File: src/rtl/core/pup_pkg.sv
`default_nettype none
package pup_pkg;

  localparam int NFIELDS = 11;
  localparam int OUT_W   = 16;
  localparam int POS_W   = 31;
  localparam int ADDR_W  = 16;
  localparam int LEN_W   = 11;

  // input opcodes
  localparam logic [2:0] OP_CLEAR = 3'd0;
  localparam logic [2:0] OP_START = 3'd1;
  localparam logic [2:0] OP_STEP  = 3'd2;
  localparam logic [2:0] OP_COL   = 3'd3;
  localparam logic [2:0] OP_MAX   = 3'd4;

  // CIGAR op codes
  localparam logic [3:0] CIG_M  = 4'd0;
  localparam logic [3:0] CIG_D  = 4'd2;
  localparam logic [3:0] CIG_N  = 4'd3;
  localparam logic [3:0] CIG_EQ = 4'd7;
  localparam logic [3:0] CIG_X  = 4'd8;

  // nt16 base codes
  localparam logic [3:0] NT_A = 4'd1;
  localparam logic [3:0] NT_C = 4'd2;
  localparam logic [3:0] NT_G = 4'd4;
  localparam logic [3:0] NT_T = 4'd8;

  // field slots inside a column word
  localparam int F_TOTAL = 0;
  localparam int F_FWD   = 1;
  localparam int F_REV   = 2;
  localparam int F_FWD_A = 3;
  localparam int F_REV_A = 7;

  typedef enum logic [3:0] {
    CMD_CLEAR = 4'b0001,
    CMD_BUMP  = 4'b0010,
    CMD_READ  = 4'b0100,
    CMD_MAX   = 4'b1000
  } cmd_kind_t;

  typedef struct packed {
    cmd_kind_t         kind;
    logic [ADDR_W-1:0] addr;
    logic              col_ok;
    logic              strand;
    logic              base_ok;
    logic [1:0]        slot;
  } cmd_t;

  typedef struct packed {
    logic init_busy;
    logic q_full;
  } back_status_t;

endpackage
`default_nettype wire

File: src/rtl/core/pup_front.sv
`default_nettype none
module pup_front import pup_pkg::*; #(
  parameter int COLUMNS = 1024
) (
  input  wire logic               clk,
  input  wire logic               rst,
  input  wire logic               cfg_we,
  input  wire logic               cfg_index,
  input  wire logic [POS_W-1:0]   cfg_data,
  input  wire logic               push,
  output logic                    full,
  input  wire logic [2:0]         opcode,
  input  wire logic [POS_W-1:0]   ref_position,
  input  wire logic               reverse_strand,
  input  wire logic               passes_filter,
  input  wire logic [3:0]         cigar_op,
  input  wire logic [3:0]         base,
  input  wire logic [9:0]         column,
  input  wire back_status_t       status,
  output logic                    q_push,
  output cmd_t                    q_data
);

  logic [POS_W-1:0] window_start;
  logic [LEN_W-1:0] window_length;
  logic [POS_W-1:0] cursor;
  logic             strand;
  logic             active;

  logic             accept;
  logic             advance;
  logic [POS_W-1:0] diff;
  logic [31:0]      limit;
  logic [31:0]      diff32;
  logic [31:0]      col32;
  logic             in_window;
  logic             base_ok;
  logic [1:0]       slot;
  logic             need_cmd;

  assign full   = status.q_full | status.init_busy;
  assign accept = push & ~full;

  // config registers
  always_ff @(posedge clk) begin
    if (rst) begin
      window_start  <= '0;
      window_length <= LEN_W'(1024);
    end else if (cfg_we) begin
      if (cfg_index) window_length <= cfg_data[LEN_W-1:0];
      else           window_start  <= cfg_data;
    end
  end

  // window test on the cursor
  always_comb begin
    limit     = (32'(window_length) < 32'(COLUMNS)) ? 32'(window_length) : 32'(COLUMNS);
    diff      = cursor - window_start;
    diff32    = 32'(diff);
    in_window = (cursor >= window_start) && (diff32 < limit);
    col32     = 32'(column);
  end

  always_comb begin
    base_ok = 1'b1;
    case (base)
      NT_A:    slot = 2'd0;
      NT_C:    slot = 2'd1;
      NT_G:    slot = 2'd2;
      NT_T:    slot = 2'd3;
      default: begin
        slot    = 2'd0;
        base_ok = 1'b0;
      end
    endcase
  end

  always_comb begin
    case (cigar_op)
      CIG_M, CIG_D, CIG_N, CIG_EQ, CIG_X: advance = active;
      default:                           advance = 1'b0;
    endcase
  end

  // classify the beat into a back-end command
  always_comb begin
    q_data         = '0;
    q_data.strand  = strand;
    q_data.base_ok = base_ok;
    q_data.slot    = slot;
    q_data.kind    = CMD_MAX;
    need_cmd       = 1'b0;
    unique case (opcode)
      OP_CLEAR: begin
        q_data.kind = CMD_CLEAR;
        need_cmd    = 1'b1;
      end
      OP_STEP: begin
        q_data.kind = CMD_BUMP;
        q_data.addr = diff32[ADDR_W-1:0];
        need_cmd    = active && (cigar_op == CIG_M) && in_window;
      end
      OP_COL: begin
        q_data.kind   = CMD_READ;
        q_data.addr   = col32[ADDR_W-1:0];
        q_data.col_ok = col32 < 32'(COLUMNS);
        need_cmd      = 1'b1;
      end
      OP_MAX: begin
        q_data.kind = CMD_MAX;
        need_cmd    = 1'b1;
      end
      default: need_cmd = 1'b0;
    endcase
  end

  assign q_push = accept & need_cmd;

  // read state
  always_ff @(posedge clk) begin
    if (rst) begin
      cursor <= '0;
      strand <= 1'b0;
      active <= 1'b0;
    end else if (accept) begin
      if (opcode == OP_START) begin
        cursor <= ref_position;
        strand <= reverse_strand;
        active <= passes_filter;
      end else if (opcode == OP_STEP && advance) begin
        cursor <= cursor + POS_W'(1);
      end
    end
  end

endmodule
`default_nettype wire

File: config.mk
export PLATFORM = sky130hd
export DESIGN_NAME = pup_front
export DESIGN_NICKNAME = d
export VERILOG_FILES = /design/src/rtl/core/pup_pkg.sv /design/src/rtl/core/pup_front.sv
export SDC_FILE = /design/constraint.sdc
export NUM_CORES = 1
export LEC_CHECK = 0
export ABC_AREA = 1
export BUFFER_PORTS_ARGS = -buffer_cell sky130_fd_sc_hd__buf_2
export CORE_MARGIN = 5
export CORE_UTILIZATION = 60
export DETAILED_ROUTE_END_ITERATION = 8
export GPL_ROUTABILITY_DRIVEN = 1
export PLACE_DENSITY = 0.94
export SLEW_MARGIN = 20
export SYNTH_ARGS = -nofsm -noshare
export SYNTH_HDL_FRONTEND = slang
export SYNTH_SLANG_ARGS = --single-unit
File: constraint.sdc
create_clock -name clk -period 8 [get_ports clk]
set_input_delay 0.4 -clock clk [delete_from_list [all_inputs] [get_ports clk]]
set_output_delay 0.4 -clock clk [all_outputs]
set_load 0.01 [all_outputs]
==> impl_summary.log <==
[metrics] result of the run: complete, no violations
[metrics] period utilization: 51.0%
[metrics] commonest cells after routing, fill and taps aside: sky130_fd_sc_hd__nand2_1 (297), sky130_fd_sc_hd__inv_1 (173), sky130_fd_sc_hd__nor2_1 (128)
[metrics] global-route wire length before repair: 31,900 um
[metrics] final HPWL from detailed placement: 14,900 um
[metrics] Post-Synthesis Mean Instance Area: 5.94 um^2
[metrics] Final Core Density: 68.9%
[metrics] final setup skew: 0.0103 ns
[metrics] met3 usage in global routing: 5.25%
[metrics] Setup Fix Bufs, Post-CTS: 0
[metrics] CTS tree: built
[metrics] data required time of the worst path: 7.60 ns
[metrics] setup repair after global routing missed its margin: false
[metrics] RD Place Congestion: 0.977
[metrics] kind of critical path: reg -> out
[metrics] final hold violation count: 0
[metrics] Resized Gates After CTS: 0
[metrics] total negative slack: 0 ns
[metrics] Slew HR: 43.8%
[metrics] number of I/O port buffers: 118
[metrics] number of vias after detailed routing: 7,320
[metrics] Max FO, Critical Path: 4
[metrics] Die X-Extent: 114 um
[metrics] final-stage net count: 1,327
[metrics] synthesized flop and latch total: 75
[metrics] number of distinct library cells after synthesis: 44
[metrics] Detailed Routing Iterations Pass 1: 5
[metrics] Worst-path clk slew: 0.08 ns
[metrics] Remaining DRCs: 0
[metrics] cell area reported after detailed placement: 7130 um^2
[metrics] Initial Utilization: 60.4%
[metrics] clock latency at the later pin of the worst-skew pair: 0.37 ns
[metrics] Synth warnings: 0
[metrics] R2R depth: 8
[metrics] core outline area: 10,700 um^2
[metrics] final critical delay including setup and external delays: 4.08 ns
[metrics] global routing met1 resource utilization: 41.4%
[metrics] global-route congestion overflow total: 0
[metrics] Hold Slack: 0.261 ns
[metrics] share of synthesized area occupied by flip-flops and latches: 23.1%
[metrics] post-route design area: 7400 um^2
[metrics] Power Density: 143 nW/um^2
[metrics] max_cap viols: 0
[metrics] Pleak: 3.90 nW
[metrics] largest net degree at the start of global routing: 57
[metrics] cell count after placement: 1,321
[metrics] Antenna Cells: 0
[metrics] worst setup margin: 3.92 ns
[metrics] Mapped Area: 6490 um^2
[metrics] net count after synthesis: 1,229
[metrics] Std-Cell Rows: 38
[metrics] maximum level of the CTS H-tree: 3
[metrics] overall die area: 13,000 um^2
[metrics] count of cells along the worst hold path: 3
[metrics] slew at the pin with the worst max-slew slack: 0.840 ns
[metrics] peak ir drop on the vdd network: 0.000104 V
[metrics] Area Growth Syn to Fin: 14.0%
[metrics] endpoint class of the critical path: output pin
[metrics] drt wl/cell: 14.4 um
[metrics] maximum operating frequency: 245 MHz
[metrics] cells after synthesis: 1,094
[metrics] total wirelength of the detailed-routed design: 19,300 um
[metrics] fraction of final layout cells sized beyond drive strength 1: 13.7%
[metrics] final antenna-violating net count: 0
[metrics] GR Util All Layers: 30.1%
[metrics] worst path arrival time: 3.68 ns
[metrics] Slew Limit Fails: 0
[metrics] total chip power: 1.06 mW
[metrics] number of DRC markers after the initial detailed-route iteration: 681
[metrics] Sink Count: 75
[metrics] Setup Viol. Count Final: 0
[metrics] antenna violations before repair: 0
[metrics] root buffer cell: sky130_fd_sc_hd__clkbuf_8
[metrics] Die Y: 114 um
[metrics] worst reg-to-reg setup slack: 5.73 ns
[metrics] post-route insts no fill: 1,337
[metrics] Post-Place Worst Slack: 4.40 ns
[metrics] number of CTS-inserted buffers: 9
[metrics] met2 GRT Util: 47.0%
[metrics] via count of the first global-routing pass: 6,784
[metrics] I/O pins: 119
[metrics] maximum buffer depth of the clock tree: 2
[metrics] worst hold-check path type: in -> reg
[metrics] Avg Vias per Cell: 5.47
[metrics] category of the worst setup path launch point: register
[metrics] count of hold-fix buffers inserted at cts: 0
[metrics] leading cell type in the layout, fill and taps excluded: sky130_fd_sc_hd__nand2_1
[metrics] global routing's busiest layer: met2
==> logic make-up after synthesis <==
group | synth area share [%]
compound gates | 17.1
simple gates | 34.9
buf+inv | 12.5
xor+xnor | 3.91
flops | 23.1
fa+ha+maj | 8.40
==> synthesized netlist by cell type (all sizes together) <==
master	number	share of area, %
nand4	16	1.9
o21ai	80	6.2
dfxtp	75	23
buf	10	0.87
or2	4	0.39
inv	177	10
a21oi	92	7.1
o211ai	12	1.4
nor2	134	8.3
a22o	8	1.1
ha	42	8.1
xnor2	6	0.81
nand3	47	3.6
nand2	304	18
o21bai	2	0.23
and3	1	0.096
xor2	23	3.1
and2	2	0.19
a21boi	1	0.12
a211oi	1	0.12
a31oi	3	0.29
a311oi	1	0.13
nor4	4	0.48
a221oi	2	0.27
o22ai	1	0.096
fa	1	0.31
a21o	1	0.12
nor3	12	1.3
clkbuf	23	1.3
nand3b	8	0.92
clkinv	1	0.058
==> report_power, final <==
group / internal [mW] / leakage, nW / total (mW) / switching, mW
Clock: 0.242 / 0.132 / 0.403 / 0.161
Combinational: 0.0935 / 3.16 / 0.266 / 0.172
Sequential: 0.388 / 0.613 / 0.393 / 0.00552
Total: 0.723 / 3.90 / 1.06 / 0.339
==> flip-flops by register name, indices dropped and copies added, names as in the netlist <==
signal         count
cursor            31
window_start      31
window_length     11
active             1
strand             1
==> worst paths after layout <==
path | startpoint | to
worst max register to register | active | cursor[15]
worst max-delay path | cursor[0] | q_push
worst min-delay path | reverse_strand | strand
worst min register to register | window_start[15] | window_start[15]
==> metal layers <==
layer  vias up  share of wire, %
li1       3687                 -
met1      3258                44
met2       327                44
met3        48               9.1
met4         0               3.0
met5         -                 0
==> critical path, stage by stage, from the launching register on <==
cell                      delay [ns]
sky130_fd_sc_hd__dfxtp_1        0.39
sky130_fd_sc_hd__inv_1          0.08
sky130_fd_sc_hd__ha_1           0.21
sky130_fd_sc_hd__fa_1           0.44
sky130_fd_sc_hd__inv_1          0.14
sky130_fd_sc_hd__nand3_1        0.09
sky130_fd_sc_hd__nand3_1        0.14
sky130_fd_sc_hd__xor2_1         0.25
sky130_fd_sc_hd__ha_1           0.29
sky130_fd_sc_hd__nand2_1        0.07
sky130_fd_sc_hd__inv_1          0.03
sky130_fd_sc_hd__nor4_1         0.26
sky130_fd_sc_hd__nand3_1        0.10
sky130_fd_sc_hd__nor2_1         0.09
sky130_fd_sc_hd__nand2_1        0.05
sky130_fd_sc_hd__nor2_1         0.08
sky130_fd_sc_hd__nand3_1        0.07
sky130_fd_sc_hd__nor2_1         0.09
sky130_fd_sc_hd__nand3_1        0.10
sky130_fd_sc_hd__a21oi_1        0.17
sky130_fd_sc_hd__buf_2          0.16
==> cell type report <==
| cell class | count | area [um^2] |
|---|---|---|
| clock buffer | 9 | 124 |
| clock inverter | 7 | 148 |
| fill | 966 | 3340 |
| inverter | 178 | 668 |
| multi-input combinational | 808 | 4180 |
| sequential | 75 | 1500 |
| tap | 140 | 175 |
| timing repair buffer | 120 | 606 |
Note: power is estimated with default switching activity, not from simulation.
