**src/rtl/core/pup_pkg.sv**
```systemverilog
`default_nettype none
package pup_pkg;

  localparam int NFIELDS = 11;
  localparam int OUT_W   = 16;
  localparam int POS_W   = 31;
  localparam int ADDR_W  = 16;
  localparam int LEN_W   = 11;

  // input opcodes
  localparam logic [2:0] OP_CLEAR = 3'd0;
  localparam logic [2:0] OP_START = 3'd1;
  localparam logic [2:0] OP_STEP  = 3'd2;
  localparam logic [2:0] OP_COL   = 3'd3;
  localparam logic [2:0] OP_MAX   = 3'd4;

  // CIGAR op codes
  localparam logic [3:0] CIG_M  = 4'd0;
  localparam logic [3:0] CIG_D  = 4'd2;
  localparam logic [3:0] CIG_N  = 4'd3;
  localparam logic [3:0] CIG_EQ = 4'd7;
  localparam logic [3:0] CIG_X  = 4'd8;

  // nt16 base codes
  localparam logic [3:0] NT_A = 4'd1;
  localparam logic [3:0] NT_C = 4'd2;
  localparam logic [3:0] NT_G = 4'd4;
  localparam logic [3:0] NT_T = 4'd8;

  // field slots inside a column word
  localparam int F_TOTAL = 0;
  localparam int F_FWD   = 1;
  localparam int F_REV   = 2;
  localparam int F_FWD_A = 3;
  localparam int F_REV_A = 7;

  typedef enum logic [3:0] {
    CMD_CLEAR = 4'b0001,
    CMD_BUMP  = 4'b0010,
    CMD_READ  = 4'b0100,
    CMD_MAX   = 4'b1000
  } cmd_kind_t;

  typedef struct packed {
    cmd_kind_t         kind;
    logic [ADDR_W-1:0] addr;
    logic              col_ok;
    logic              strand;
    logic              base_ok;
    logic [1:0]        slot;
  } cmd_t;

  typedef struct packed {
    logic init_busy;
    logic q_full;
  } back_status_t;

endpackage
`default_nettype wire

```
**src/rtl/core/pup_cmdq.sv**
```systemverilog
`default_nettype none
module pup_cmdq import pup_pkg::*; (
  input  wire logic clk,
  input  wire logic rst,
  input  wire logic wr,
  input  wire cmd_t wdata,
  output logic      full,
  input  wire logic rd,
  output logic      empty,
  output cmd_t      rdata
);

  localparam int DEPTH = 4;

  cmd_t       slots [DEPTH];
  logic [1:0] wptr;
  logic [1:0] rptr;
  logic [2:0] count;

  assign full  = count == 3'(DEPTH);
  assign empty = count == 3'd0;
  assign rdata = slots[rptr];

  always_ff @(posedge clk) begin
    if (wr) slots[wptr] <= wdata;
  end

  // pointers and fill level
  always_ff @(posedge clk) begin
    if (rst) begin
      wptr  <= '0;
      rptr  <= '0;
      count <= '0;
    end else begin
      if (wr) wptr <= wptr + 2'd1;
      if (rd) rptr <= rptr + 2'd1;
      count <= count + 3'(wr) - 3'(rd);
    end
  end

endmodule
`default_nettype wire

```
**config.mk**
```make
export PLATFORM = sky130hd
export DESIGN_NAME = pup_cmdq
export DESIGN_NICKNAME = d
export VERILOG_FILES = /design/src/rtl/core/pup_pkg.sv /design/src/rtl/core/pup_cmdq.sv
export SDC_FILE = /design/constraint.sdc
export NUM_CORES = 1
export LEC_CHECK = 0
export ABC_AREA = 1
export BUFFER_PORTS_ARGS = -buffer_cell sky130_fd_sc_hd__buf_2
export CORE_ASPECT_RATIO = 0.9
export CORE_MARGIN = 2
export CORE_UTILIZATION = 57
export CTS_CLUSTER_DIAMETER = 30
export DETAILED_ROUTE_END_ITERATION = 6
export HOLD_SLACK_MARGIN = 0.12
export PLACE_DENSITY_LB_ADDON = 0.1
export SYNTH_ARGS = -nofsm -noshare
export SYNTH_HDL_FRONTEND = slang
export SYNTH_SLANG_ARGS = --single-unit
```
**constraint.sdc**
```tcl
create_clock -name clk -period 2.1 [get_ports clk]
set_clock_uncertainty 0.15 [all_clocks]
set_input_delay 0 -clock clk [delete_from_list [all_inputs] [get_ports clk]]
set_output_delay 0 -clock clk [all_outputs]
set_load 0.005 [all_outputs]
```
==> results of run 1 <==
## metal layers
layer	part of all wire	vias to the layer above
li1	-	1363
met1	0.44	1241
met2	0.51	53
met3	0.031	11
met4	0.012	0
met5	0	-
## metrics by stage
stage / setup slack [ns] / cells / area, sq um / util / hold WS, ns
5_1_grt: 0.0827 / 538 / 5250 / 0.696 / 0.206
2_1_floorplan: 0.479 / 348 / 4420 / - / -0.0788
3_5_place_dp: 0.366 / 493 / 4800 / 0.636 / 0.0569
6_report: 0.234 / 538 / 5250 / 0.696 / 0.220
3_3_place_gp: 0.451 / 493 / 4800 / 0.636 / 0.0508
4_1_cts: 0.206 / 538 / 5250 / 0.696 / 0.199
## worst max path at each step
| stage | start | to | cells after the start |
|---|---|---|---|
| floorplan | count[0]$_SDFF_PP0_ | count[2]$_SDFF_PP0_ | 7 |
| global placement | count[0]$_SDFF_PP0_ | count[2]$_SDFF_PP0_ | 7 |
| detailed placement | count[0]$_SDFF_PP0_ | count[2]$_SDFF_PP0_ | 7 |
| CTS | flop | rdata[22] | 5 |
| global route | flop | rdata[22] | 5 |
| finish | count[0]$_SDFF_PP0_ | count[0]$_SDFF_PP0_ | 7 |
## cell usage after synthesis
cell type	n
fa_1	1
inv_1	66
edfxtp_1	100
nor3_1	1
o211ai_1	25
buf_6	9
dfxtp_1	9
o21ai_0	4
nand3_1	1
buf_2	8
nand2_1	58
nor2_1	4
a21oi_2	5
o21ai_1	25
a21oi_1	26
ha_1	6
## cells in the final DEF, fill, tap and decap left out
master	instances
dlygate4sd3_1	29
nand3_1	1
o211ai_1	25
a21oi_2	5
clkinvlp_4	2
nand2_1	58
clkbuf_1	1
clkinv_4	2
ha_1	6
fa_1	1
dfxtp_2	1
a21oi_1	26
buf_4	8
edfxtp_1	100
clkinv_1	2
buf_12	3
clkbuf_8	9
o21ai_1	25
nor2_1	4
inv_1	66
buf_2	55
nor3_1	1
dfxtp_1	7
o21ai_0	4
dfxtp_4	1
## worst register-to-register path, cell delays in order, from the launching register on
cell and delay, ns:
dfxtp_1 0.35, inv_1 0.05, ha_1 0.27, inv_1 0.04, ha_1 0.26, inv_1 0.05
nor2_1 0.03, dlygate4sd3_1 0.55
## cell type report
cell class                 instances  area, sq um
tap                               96          120
timing repair buffer              95          686
clock inverter                     6         40.0
fill                             551         2290
clock buffer                      10          128
inverter                          66          248
multi-input combinational        156          845
sequential                       109         3190
## cells by family after synthesis
family | count (synthesis) | synth area share
AO/OA/AOI/OAI | 85 | 0.115
adder cells (fa/ha/maj) | 7 | 0.0215
buffers and inverters | 83 | 0.0881
flip-flops | 109 | 0.721
AND/OR/NAND/NOR | 64 | 0.0550
## registers in the layout, summed over array words and instances, names as in the netlist, named ones only
name and cells:
slots 100, count 3, rptr 2, wptr 2
## power groups by stage
stage,sequential [uW],clock [uW],combinational [uW]
finish,2530,1080,513
detailed placement,2580,0,476
floorplan,2550,0,301
global route,2540,1200,581
CTS,2530,1110,521
global placement,2570,0,454
## repair_timing
item,in CTS,in global routing
hold endpoints to repair,152,0
setup buffers,0,0
hold buffers,29,0
==> summary.md, run 1 <==
| Metric | Value |
|---|---|
| Status | `completed` |
| # DRC | `0` |
| Met3 GRT Util | `0.0417` |
| Met2 Use GR | `0.334` |
| Largest net degree at the start of global routing | `51` |
| Syn nets | `~380` |
| Critical path class | `flop to flop` |
| Clock root cell | `clkbuf_8` |
| Cells after synthesis | `roughly 350` |
| Biggest area consumer among synthesized cells | `edfxtp_1` |
| Sw power | `986 uW` |
| I/O pin count | `56` |
| Initial antenna violation count | `0` |
| Die area | `approximately 8500 sq um` |
| Post-DP HPWL | `approximately 4700 um` |
| Final period util | `0.889` |
| Remaining global-route overflow | `0` |
| Leak | `0.00212 uW` |
| CP endpoint kind | `flop` |
| Vias in the first global route | `approximately 2.6k` |
| Clk slew on worst S/H paths | `0.10 ns` |
| Power share of the combinational group | `0.125` |
| Clk sinks | `109` |
| #FFs+latches synth | `around 110` |
| Req. time, crit path | `2.20 ns` |
| Iter 0 DRT Violations | `around 140` |
| Critical path's slowest cell | `dlygate4sd3_1` |
| Worst-path cell chain | `inv_1, ha_1, inv_1, ha_1, inv_1, nor2_1, dlygate4sd3_1` |
| Worst min-delay path startpoint | `rst` |
| Clock Latency Late Sink | `approximately 0.35 ns` |
| TritonCTS Buffers | `9` |
| Cell area after synthesis | `roughly 4400 sq um` |
| Worst Path Buf+Inv | `4` |
| Slowest Stage Delay on Critical Path | `approximately 0.55 ns` |
| First-pass GRT wire length | `~12000 um` |
| Total track usage | `0.191` |
| Crit path top cell by count | `inv_1` |
| Top-area cell type share of the netlist area | `0.680` |
| Max-Cap Viols | `0` |
| Final Power | `about 4100 uW` |
| Post-CTS resize count | `0` |
| CP Max Fanout | `3` |
| Yosys cell types | `16` |
| Crit path launch type | `flop` |
| Critical R2R Launch | `count[0]$_SDFF_PP0_` |
| # nets final | `about 470` |
| Setup Viol. Count Final | `0` |
| Area Growth Syn to Fin | `19.0%` |
| # rows | `30` |
| Worst R2R Path Depth | `7` |
| Synth warnings | `0` |
| Clk network pwr share | `0.263` |
| Routability Congestion | `0.756` |
| H-tree levels | `3` |
| Routed Antenna Nets | `0` |
| CTS tree | `done` |
| Via density | `4.96` |
| Cell-internal power | `approximately 3100 uW` |
| Routed WL | `approximately 7500 um` |
| Global route hottest layer | `met2` |
| Layout cell share with drive strength beyond 1 | `0.195` |
| Final min period | `1.87 ns` |
| Worst r2r dst | `count[0]$_SDFF_PP0_` |
| Final Hold Viols | `0` |
| Max Fclk | `536 MHz` |
| Critical path's top delay family | `buffers and inverters` |
| Reg power frac | `0.613` |
| Slew HR | `0.738` |
| Synth area leaders | `edfxtp_1, inv_1, nand2_1` |
| Max Slew Vio Count | `0` |
| Via Count | `~2.7k` |
| Avg Inst Size Synth | `~13 sq um` |
| # port buffers | `55` |
| Worst IR Drop VDD | `around 0.00048 V` |
| Worst Hold Path EP | `count[1]$_SDFF_PP0_` |
| Fin Setup TNS | `0 ns` |
| WL/cell | `~14 um` |
| Met1 Track Usage GR | `0.239` |
| R2R setup slack | `approximately 0.23 ns` |
| WP data arrival | `1.97 ns` |
| Least-Margin Pin Slew | `between 0.3 and 0.4 ns` |
| # diodes | `0` |
| HP Class | `primary input to flop` |
| Die H | `about 90 um` |
| Sequential share of the synthesized area | `0.721` |
| Clock Path Buffers | `2` |
| Starting Density | `0.585` |
| Die width | `approximately 97 um` |
| Power Dens Cells | `784 nW/um^2` |
| Hold depth | `3` |
| Sw Share | `0.239` |
| TritonRoute pass-1 iters | `5` |
| RSZ-0062 raised after global routing | `no` |
| Core ar. | `approximately 7500 sq um` |
Power figures use the tool's default switching activity.
==> inputs of run 2 (changes only) <==
--- a/config.mk
+++ b/config.mk
@@ -9,7 +9,7 @@
 export BUFFER_PORTS_ARGS = -buffer_cell sky130_fd_sc_hd__buf_2
 export CORE_ASPECT_RATIO = 0.9
 export CORE_MARGIN = 2
-export CORE_UTILIZATION = 57
+export CORE_UTILIZATION = 61
 export CTS_CLUSTER_DIAMETER = 30
 export DETAILED_ROUTE_END_ITERATION = 6
 export HOLD_SLACK_MARGIN = 0.12
==> constraint.sdc (replaced) <==
create_clock -name clk -period 2.26 [get_ports clk]
set_clock_uncertainty 0.15 [all_clocks]
set_input_delay 0 -clock clk [delete_from_list [all_inputs] [get_ports clk]]
set_output_delay 0 -clock clk [all_outputs]
set_load 0.005 [all_outputs]
==> summary.md, run 2 (synthesis gave the netlist of run 1 again) <==
| Metric | Value |
|---|---|
| Largest net degree at the start of global routing | `53` |
| TritonCTS Buffers | `9` |
| CTS tree | `done` |
| TritonRoute pass-1 iters | `4` |
| Final period util | `0.963` |
| Die H | `roughly 85 um` |
| Commonest non-fill, non-tap cell in the layout | `edfxtp_1` |
| Layout cell share with drive strength beyond 1 | `0.197` |
| WL/cell | `13.8 um` |
| Routed Antenna Nets | `0` |
| Via Count | `about 2.7k` |
| Max Fclk | `460 MHz` |
| Fin Setup TNS | `0 ns` |
| Clk network pwr share | `0.325` |
| Critical path's top delay family | `adder cells` |
| Critical path's slowest cell | `dlygate4sd3_1` |
| Initial antenna violation count | `0` |
| First-pass GRT wire length | `around 12000 um` |
| Die area | `approximately 7900 sq um` |
| CP Max Fanout | `3` |
| Critical path origin | `count[0]$_SDFF_PP0_` |
| Clk sinks | `~110` |
| Least-Margin Pin Slew | `around 0.46 ns` |
| Sw power | `just over 900 uW` |
| Setup Viol. Count Final | `0` |
| Max Slew Vio Count | `0` |
| Core Util, Final | `0.751` |
| Worst min-delay path startpoint | `rst` |
| Routability Congestion | `around 0.77` |
| Most flops, register | `slots` |
| RSZ-0062 raised after global routing | `no` |
| Max-Cap Viols | `0` |
| Clock Latency Late Sink | `0.35 ns` |
| I/O pin count | `56` |
| Slowest Stage Delay on Critical Path | `0.53 ns` |
| Highest-count cells in the layout ignoring fill and taps | `edfxtp_1, inv_1, nand2_1` |
| # rows | `29` |
| Clk slew on worst S/H paths | `approximately 0.090 ns` |
| Status | `completed` |
| Power share of the combinational group | `0.111` |
| Final min period | `between 2 and 2.5 ns` |
| WP data arrival | `around 2.3 ns` |
| Routed WL | `~7300 um` |
| Power Dens Cells | `787 nW/um^2` |
| Crit path launch type | `flop` |
| Area Growth Syn to Fin | `19.7%` |
| Clock Path Buffers | `2` |
| Remaining global-route overflow | `0` |
| CP endpoint kind | `flop` |
| Starting Density | `0.627` |
| Cell-internal power | `roughly 3200 uW` |
| # nets final | `around 470` |
| Largest register FFs | `100` |
| Sw Share | `0.220` |
| Worst-path cell chain | `inv_1, ha_1, inv_1, ha_1, fa_1, inv_1, nor2_1, dlygate4sd3_1` |
| Critical R2R Launch | `count[0]$_SDFF_PP0_` |
| Inst Count DP | `slightly below 500` |
| Via density | `around 5.0` |
| # port buffers | `between 50 and 60` |
| Post-DP HPWL | `4440 um` |
| Slew HR | `0.690` |
| Core ar. | `7040 sq um` |
| Iter 0 DRT Violations | `218` |
| Largest registers | `slots x100, count x3` |
| Crit path top cell by count | `inv_1` |
| Total track usage | `0.196` |
| Clock root cell | `clkbuf_8` |
| Worst Path Buf+Inv | `4` |
| Fin cells | `around 530` |
| # diodes | `0` |
| HP Class | `primary input to flop` |
| Die width | `roughly 94 um` |
| H-tree levels | `3` |
| Vias in the first global route | `approximately 2.5k` |
| Worst IR Drop VDD | `around 0.00047 V` |
| Reg power frac | `0.565` |
| Req. time, crit path | `around 2.4 ns` |
| Critical path class | `flop to flop` |
| Final Hold Viols | `0` |
| # DRC | `0` |
| Leak | `roughly 0.0021 uW` |
[run 2: changes by cell type in the layout (fill, tap and decap cells not counted)]
cell,delta
clkinv_4,-2
buf_4,+1
bufinv_16,+3
clkinv_1,-1
dfxtp_1,-1
clkinvlp_4,-1
inv_6,+1
buf_12,-2
dfxtp_2,+1
[run 2: worst min-delay path, delay by kind of cell]
kind / cells / cell delay, ns
buffers and inverters: 2 / 0.64
AND/OR/NAND/NOR: 1 / 0.05
[run 2: final cells by class]
type	instances	area, sq um
clock buffers	10	128
flip-flops and latches	109	3190
repair buffers	94	653
clock inverters	6	110
inverters	66	248
multi-input cells	156	845
fillers	480	1750
well taps	93	116
[run 2: routing by layer]
metal  vias to the layer above  global-route usage  wire, um
met1                      1220               0.269      3400
met4                         0              0.0685        62
met2                        65               0.316      3510
met3                         6              0.0422       367
met5                         -                   0         0
li1                       1361                   -         -
[run 2: path summary, 6_finish.rpt]
| kind | to | slack (ns) | depth (start not counted) |
|---|---|---|---|
| setup reg to reg | count[1]$_SDFF_PP0_ | 0.08 | 8 |
| hold reg to reg | rptr[0]$_SDFFE_PP0P_ | 0.34 | 1 |
| setup / recovery | count[1]$_SDFF_PP0_ | 0.08 | 8 |
| hold / removal | count[0]$_SDFF_PP0_ | 0.21 | 3 |
[run 2: repair_timing]
action | 4_1_cts | 5_1_grt
resized for setup | 0 | 1
hold buffers | 29 | 0
endpoints found under the setup margin | 0 | 1
buffers inserted | 0 | 0
hold endpoints to repair | 160 | 0
[run 2: through the flow]
step / power, uW / area (sq um) / setup WS (ns) / hold slack, ns
after floorplan: 2650 / 4420 / 0.639 / -0.0788
after global placement: 2800 / 4760 / 0.608 / 0.0440
after detailed placement: 2820 / 4760 / 0.582 / 0.0483
after CTS: 4190 / 5290 / 0.0603 / 0.200
after global routing: 4340 / 5290 / 0.000679 / 0.234
final: 4160 / 5290 / 0.0845 / 0.212
[run 2: power groups by stage]
stage | registers (uW) | clock network [uW] | logic, uW
after floorplan | 2370 | 0 | 280
after global placement | 2390 | 0 | 410
after detailed placement | 2400 | 0 | 423
after CTS | 2350 | 1380 | 468
after global routing | 2360 | 1450 | 525
final | 2350 | 1350 | 461
==> inputs of run 3 (changes only) <==
--- a/config.mk
+++ b/config.mk
@@ -7,7 +7,7 @@
 export LEC_CHECK = 0
 export ABC_AREA = 1
 export BUFFER_PORTS_ARGS = -buffer_cell sky130_fd_sc_hd__buf_2
-export CORE_ASPECT_RATIO = 0.9
+export CORE_ASPECT_RATIO = 0.8
 export CORE_MARGIN = 2
 export CORE_UTILIZATION = 61
 export CTS_CLUSTER_DIAMETER = 30
==> summary.md, run 3 (synthesis gave the netlist of run 1 again) <==
| Metric | Value |
|---|---|
| # port buffers | `55` |
| I/O pin count | `56` |
| Core ar. | `6960 sq um` |
| Layout cell share with drive strength beyond 1 | `0.204` |
| Worst R2R Path Depth | `7` |
| Remaining global-route overflow | `0` |
| CP endpoint kind | `output port` |
| Clock Path Buffers | `2` |
| Critical R2R Launch | `count[0]$_SDFF_PP0_` |
| Fin Setup TNS | `0 ns` |
| Final period util | `0.785` |
| Req. time, crit path | `about 2.1 ns` |
| Status | `completed` |
| Post-DP HPWL | `4400 um` |
| H-tree levels | `3` |
| Die H | `roughly 80 um` |
| Least-Margin Pin Slew | `approximately 0.5 ns` |
| Final Hold Viols | `0` |
| Vias in the first global route | `approximately 2.5k` |
| Clock root cell | `clkbuf_8` |
| Largest net degree at the start of global routing | `a little under 60` |
| Clock Latency Late Sink | `approximately 0.36 ns` |
| TritonRoute pass-1 iters | `4` |
| Worst min-delay path startpoint | `rst` |
| Die area | `7940 sq um` |
| Final WS setup | `roughly 0.49 ns` |
| Critical path class | `flop to output port` |
| # diodes | `0` |
| Clk slew on worst S/H paths | `around 0.10 ns` |
| Max Slew Vio Count | `0` |
| Crit path launch type | `flop` |
| Core Util, Final | `0.753` |
| Area Growth Syn to Fin | `18.6%` |
| Hold depth | `3` |
| Leak | `roughly 0.0021 uW` |
| # nets final | `roughly 470` |
| Clk sinks | `roughly 110` |
| Via density | `5.03` |
| Commonest non-fill, non-tap cell in the layout | `edfxtp_1` |
| Final min period | `1.77 ns` |
| Most flops, register | `slots` |
| Max-Cap Viols | `0` |
| Largest registers | `slots x100, count x3` |
| HP Class | `primary input to flop` |
| CP Max Fanout | `28` |
| Setup WS pre-CTS | `0.563 ns` |
| Worst IR Drop VDD | `0.000487 V` |
| CTS tree | `done` |
| Power Dens Cells | `about 740 nW/um^2` |
| Largest register FFs | `100` |
| RSZ-0062 raised after global routing | `no` |
| Starting Density | `0.635` |
| Total track usage | `0.195` |
| Initial antenna violation count | `0` |
| Max Fclk | `564 MHz` |
| Fillers | `between 400 and 500` |
| Via Count | `2661` |
| WP data arrival | `~1.6 ns` |
| TritonCTS Buffers | `9` |
| # DRC | `0` |
| Highest-count cells in the layout ignoring fill and taps | `edfxtp_1, inv_1, nand2_1` |
| Slew HR | `0.669` |
| # rows | `27` |
| Routed Antenna Nets | `0` |
| Setup Viol. Count Final | `0` |
| Die width | `between 90 and 100 um` |
| Routability Congestion | `a little over 0.7` |
| WL/cell | `around 14 um` |
| Routed WL | `between 7000 and 8000 um` |
| Iter 0 DRT Violations | `125` |
| First-pass GRT wire length | `~12000 um` |
[run 3: changes by cell type in the layout (fill, tap and decap cells not counted), sizes merged]
cell,previous run,this run
buf,65,67
clkinv,1,3
inv,67,70
clkbuf,10,9
clkinvlp,1,0
dlygate4sd3,29,28
bufinv,3,0
[run 3: stage by stage]
| stage | area [sq um] | total power [uW] | hold WS, ns | instances |
|---|---|---|---|---|
| after floorplan | 4420 | 2650 | -0.0788 | 348 |
| after global placement | 4770 | 2810 | 0.0474 | 484 |
| after detailed placement | 4770 | 2830 | 0.0524 | 484 |
| after CTS | 5240 | 3930 | 0.190 | 529 |
| after global routing | 5240 | 4070 | 0.219 | 529 |
| final | 5240 | 3890 | 0.215 | 529 |
[run 3: area by class of cell]
type	count	area (sq um)	area share
clock buffer	9	124	0.0236
clock inverter	7	55.1	0.0105
inverter	66	248	0.0473
multi-input combinational	156	845	0.161
sequential	109	3190	0.609
tap	87	109	0.0208
timing repair buffer	95	671	0.128
[run 3: critical path, stage by stage (launching register included)]
cell	delay (ns)
dfxtp_2	0.65
buf_12	0.25
o211ai_1	0.14
nand2_1	0.10
buf_2	0.11
[run 3: repair_timing]
item	CTS	global route
endpoints found under the setup margin	0	1
endpoints found under the hold margin	209	0
setup buffers	0	1
hold buffers	29	0
gates resized for setup	0	1
[run 3: final timing paths]
| path | end | slack (ns) |
|---|---|---|
| max | rdata[23] | 0.49 |
| min | count[0]$_SDFF_PP0_ | 0.21 |
| max reg2reg | count[2]$_SDFF_PP0_ | 0.59 |
| min reg2reg | flop | 0.32 |
[run 3: metal layers]
metal	wire length, um	GRT usage	vias to the layer above
met1	3150	0.243	1231
met3	297	0.0513	10
met4	107	0.0726	0
met5	0	0	-
li1	-	-	1366
met2	3690	0.333	54
[run 3: power by group]
group / leakage [uW] / internal, uW / switching (uW)
Combinational: 0.00105 / 210 / 267
Sequential: 0.000994 / 2300 / 41.7
Clock: 0.0000939 / 417 / 654
